## src/rtl/core/lbc_pkg.sv

```systemverilog
// Shared types, codes and constant tables for the layer blend combiner.
package lbc_pkg;

    localparam int MUL_W    = 34;
    localparam int PROD_W   = 2 * MUL_W;
    localparam int SUB_W    = 64;
    localparam int LOG_FRAC = 24;

    typedef enum logic [3:0] {
        BM_BLEND    = 4'd0,
        BM_ADD      = 4'd1,
        BM_SCREEN   = 4'd2,
        BM_SUBTRACT = 4'd3,
        BM_MULTIPLY = 4'd4,
        BM_DIVIDE   = 4'd5,
        BM_MAX      = 4'd6,
        BM_MIN      = 4'd7,
        BM_SQRT     = 4'd8,
        BM_POWER    = 4'd9,
        BM_DIFF     = 4'd10
    } t_method;

    typedef enum logic [1:0] {
        REG_BLEND_METHOD = 2'd0,
        REG_RANGE_MODE   = 2'd1,
        REG_USE_SHARED   = 2'd2,
        REG_SHARED_RATIO = 2'd3
    } t_reg_idx;

    typedef enum logic [13:0] {
        S_IDLE = 14'h0001,
        S_PREP = 14'h0002,
        S_METH = 14'h0004,
        S_DIV  = 14'h0008,
        S_DVF  = 14'h0010,
        S_SQRT = 14'h0020,
        S_SQF  = 14'h0040,
        S_NORM = 14'h0080,
        S_LOG  = 14'h0100,
        S_LGB  = 14'h0200,
        S_EXP  = 14'h0400,
        S_POWF = 14'h0800,
        S_LERP = 14'h1000,
        S_DONE = 14'h2000
    } t_state;

    typedef struct packed {
        logic signed [MUL_W-1:0] mul_a;
        logic signed [MUL_W-1:0] mul_b;
        logic [SUB_W-1:0]        sub_a;
        logic [SUB_W-1:0]        sub_b;
    } t_unit_req;

    typedef struct packed {
        logic signed [PROD_W-1:0] prod;
        logic [SUB_W-1:0]         diff;
        logic                     borrow;
    } t_unit_rsp;

    typedef logic [LOG_FRAC:0][31:0] t_root_tab;

    // Integer square root, rounded down.
    function automatic logic [63:0] f_isqrt(input logic [63:0] v_in);
        logic [63:0] v;
        logic [63:0] r;
        logic [63:0] b;
        v = v_in;
        r = '0;
        b = 64'h4000_0000_0000_0000;
        for (int i = 0; i < 32; i++) begin
            if (v >= r + b) begin
                v = v - (r + b);
                r = (r >> 1) + b;
            end else begin
                r = r >> 1;
            end
            b = b >> 2;
        end
        return r;
    endfunction

    // Successive roots 2^(2^-i) in Q2.30, entry 0 being 2.0 in Q2.30.
    function automatic t_root_tab f_root_tab();
        t_root_tab   tab;
        logic [63:0] nxt;
        tab[0] = 32'h8000_0000;
        for (int i = 1; i <= LOG_FRAC; i++) begin
            nxt    = f_isqrt({2'b00, tab[i-1], 30'b0});
            tab[i] = nxt[31:0];
        end
        return tab;
    endfunction

    localparam t_root_tab ROOT_TAB = f_root_tab();

endpackage

```

## src/rtl/core/lbc_shared_unit.sv

```systemverilog
// Shared multiplier and wide subtractor used by the arithmetic steps of the sequencer.
module lbc_shared_unit
    import lbc_pkg::*;
(
    input  t_unit_req i_req,
    output t_unit_rsp o_rsp
);

    logic [SUB_W:0] full_diff;

    assign full_diff     = {1'b0, i_req.sub_a} - {1'b0, i_req.sub_b};
    assign o_rsp.prod    = i_req.mul_a * i_req.mul_b;
    assign o_rsp.diff    = full_diff[SUB_W-1:0];
    assign o_rsp.borrow  = full_diff[SUB_W];

endmodule

```

## config.mk

```make
export PLATFORM = sky130hd
export DESIGN_NAME = lbc_shared_unit
export DESIGN_NICKNAME = d
export VERILOG_FILES = /design/src/rtl/core/lbc_pkg.sv /design/src/rtl/core/lbc_shared_unit.sv
export SDC_FILE = /design/constraint.sdc
export NUM_CORES = 2
export LEC_CHECK = 0
export BUFFER_PORTS_ARGS = -buffer_cell sky130_fd_sc_hd__buf_2
export CAP_MARGIN = 10
export CORE_ASPECT_RATIO = 2
export CORE_MARGIN = 2
export CORE_UTILIZATION = 60
export DETAILED_ROUTE_END_ITERATION = 10
export MAX_ROUTING_LAYER = met4
export PLACE_DENSITY = 0.89
export SYNTH_ARGS = -nofsm -noshare
export SYNTH_HDL_FRONTEND = slang
export SYNTH_SLANG_ARGS = --single-unit
```

## constraint.sdc

```tcl
create_clock -name vclk -period 11.4
set_input_delay 1.14 -clock vclk [all_inputs]
set_output_delay 1.14 -clock vclk [all_outputs]
set_load 0.02 [all_outputs]
```

==> impl_metrics.py <==
metrics = {
    "cells_and_area": {
        "multiInputGateArea_sq_mm": 0.0398,
        "nFlopsAndLatches": 0,
        "area_growth_pct": 6.22,
        "finalInstanceArea_sq_mm": 0.0483,
        "nClkBuffers": 0,
        "stdcell_count": 6306,
        "num-fill-cells": 5787,
        "layout.nets": 6979,
        "drive_gt1_frac": 0.0859,
        "seqCellArea_sq_um": 0,
    },
    "die": {
        "fp-row-count": 142,
        "die-width_um": 199,
        "core_area_sq_mm": 0.0750,
        "ioPinCount": 329,
        "start_util": 0.607,
        "die-area_sq_mm": 0.0782,
        "fp.dieH_um": 394,
    },
    "setup_path": {
        "crit_buf_inv": 7,
        "cp-start-kind": "input port",
        "cpMostUsedCell": "fa_1",
        "cp_data_arrival_time_ns": 10.13,
        "critPathMaxStageDelay_ns": 0.85,
        "worst-setup-path-type": "in2out",
        "crit_required_ns": 10.26,
        "critPathTopFamily": "adder cells",
        "endpoint_kind": "primary output",
        "slowest_stage": "fa_1",
        "crit_fanout": 21,
    },
    "timing": {
        "setup_viol": 0,
        "whs_ns": 2.71,
        "maxSlewHeadroom": 0.357,
        "drv_slew": 0,
        "min_period_over_period": 0.989,
        "fmax_mhz": 88.7,
        "rsz0062_at_grt": "no",
        "setup_tns_ns": 0,
        "final-hold-violation-count": 0,
        "worstMarginPinSlew_ns": 0.964,
        "fin_crit_ns": 11.27,
    },
    "grt": {
        "grt_pass1_wl_um": 254000,
        "grt_max_degree": 35,
        "grt_overflow": 0,
        "antenna_found_initial": 23,
        "grt.total_usage": 0.458,
        "grt_pass1_vias": 44200,
    },
    "yosys": {
        "ys_top_cells_by_area": "fa_1 (55%), inv_1 (11%), and2_1 (8.5%), ha_1 (7.4%), nand2_1 (4.9%)",
        "seq_area_frac_synth": 0,
        "syn_avg_cell_area_sq_um": 8.92,
        "syn-instance-count": 5103,
        "yosys.area.top_type_share": 0.546,
        "synth.net_count": 6809,
        "synth_area_sq_mm": 0.0455,
        "ys_warn_count": 0,
        "ys_types": 68,
        "yosys.area.top_type": "fa_1",
    },
    "placement": {
        "placed_cells": 6279,
        "hpwlAfterDp_um": 126000,
        "io_buffers": 329,
        "gp_congestion": 1.08,
        "place_area_sq_mm": 0.0482,
    },
    "routing": {
        "drt-pass1-iter-count": 8,
        "drt_iter0_markers": 3454,
        "viasPerCell": 6.09,
        "vias": 38400,
        "drtAntennaViolNets": 0,
        "wire_per_inst_um": 25.7,
        "postRouteWirelength_um": 162000,
        "drc": 0,
    },
    "cts": {
        "cts_setup_buffers": 0,
    },
    "hold_path": {
        "hold_class": "in2out",
    },
    "status": {
        "status": "finished, final reports clean",
    },
    "flow_run": {
        "drv_cap": 0,
    },
}
synthesized netlist by cell type (all sizes together), types with 4 or more instances:
cell type,number
o21a,18
o21ai,87
or3,9
nor3,19
a21oi,133
fa,1242
clkbuf,252
nor2,100
a211oi,20
o22ai,5
nor4,5
a221o,5
a21boi,6
and4,5
a211o,4
xnor2,83
ha,268
a41oi,4
o211ai,11
a221oi,5
nand2b,25
or2,4
and2,617
inv,1281
o21bai,25
nand2,593
nor2b,16
and3,11
buf,8
o31ai,9
xor2,43
a21o,63
a31oi,15
o31a,7
nand4,35
nand3,26
what timing repair did:
action,in CTS,in global routing
setup endpoints to repair,0,13
hold buffers,0,0
gates resized for setup,0,26
cell families (layout without fill, tap and decap cells):
kind of cell / Yosys count / in the layout / share of synthesized area
xor+xnor: 126 / 126 / 0.0242
fa+ha+maj: 1510 / 1510 / 0.620
other cells: 0 / 27 / 0
mux: 1 / 1 / 0.000220
simple gates: 1480 / 1480 / 0.165
compound gates: 445 / 445 / 0.0631
buf+inv: 1541 / 1709 / 0.127
metrics by stage:
stage	utilization	setup WS [ns]
after CTS	0.643	0.283
after detailed placement	0.643	0.343
after global placement	0.643	0.429
after floorplan	-	1.66
after global routing	0.645	0.00503
final	0.645	0.129
per-layer routing:
metal | vias up | GRT usage | part of all wire
met4 | 0 | 0.436 | 0.14
met3 | 1494 | 0.219 | 0.13
li1 | 15200 | - | -
met2 | 2933 | 0.697 | 0.48
met1 | 18700 | 0.406 | 0.26
met5 | - | - | 0
worst paths after layout:
kind | startpoint | end | slack [ns] | cells after the start
setup / recovery | i_req[189] | o_rsp[129] | 0.13 | 26
hold / removal | i_req[0] | o_rsp[1] | 2.71 | 4
layout by cell type (no fill, tap or decap), types with 11 or more instances in the layout:
cell type  instances
nand2_1          593
a31oi_1           15
ha_1             268
o21bai_1          25
o21a_1            17
a21oi_1          132
nand2b_1          25
o211ai_1          11
xnor2_1           83
inv_1           1281
nor3_1            19
o21ai_0           74
and2_1           617
diode_2           27
nand3_1           26
nor2_1            99
a21o_1            63
buf_4             97
xor2_1            43
clkbuf_4          15
a211oi_1          17
buf_2            314
nor2b_1           16
o21ai_1           11
and3_1            11
nand4_1           35
fa_1            1240
cell type report:
| cell class | count | area share |
|---|---|---|
| inverter | 1281 | 0.0995 |
| tap | 1008 | 0.0261 |
| multi-input combinational | 3562 | 0.823 |
| antenna | 27 | 0.00140 |
| timing repair buffer | 428 | 0.0505 |
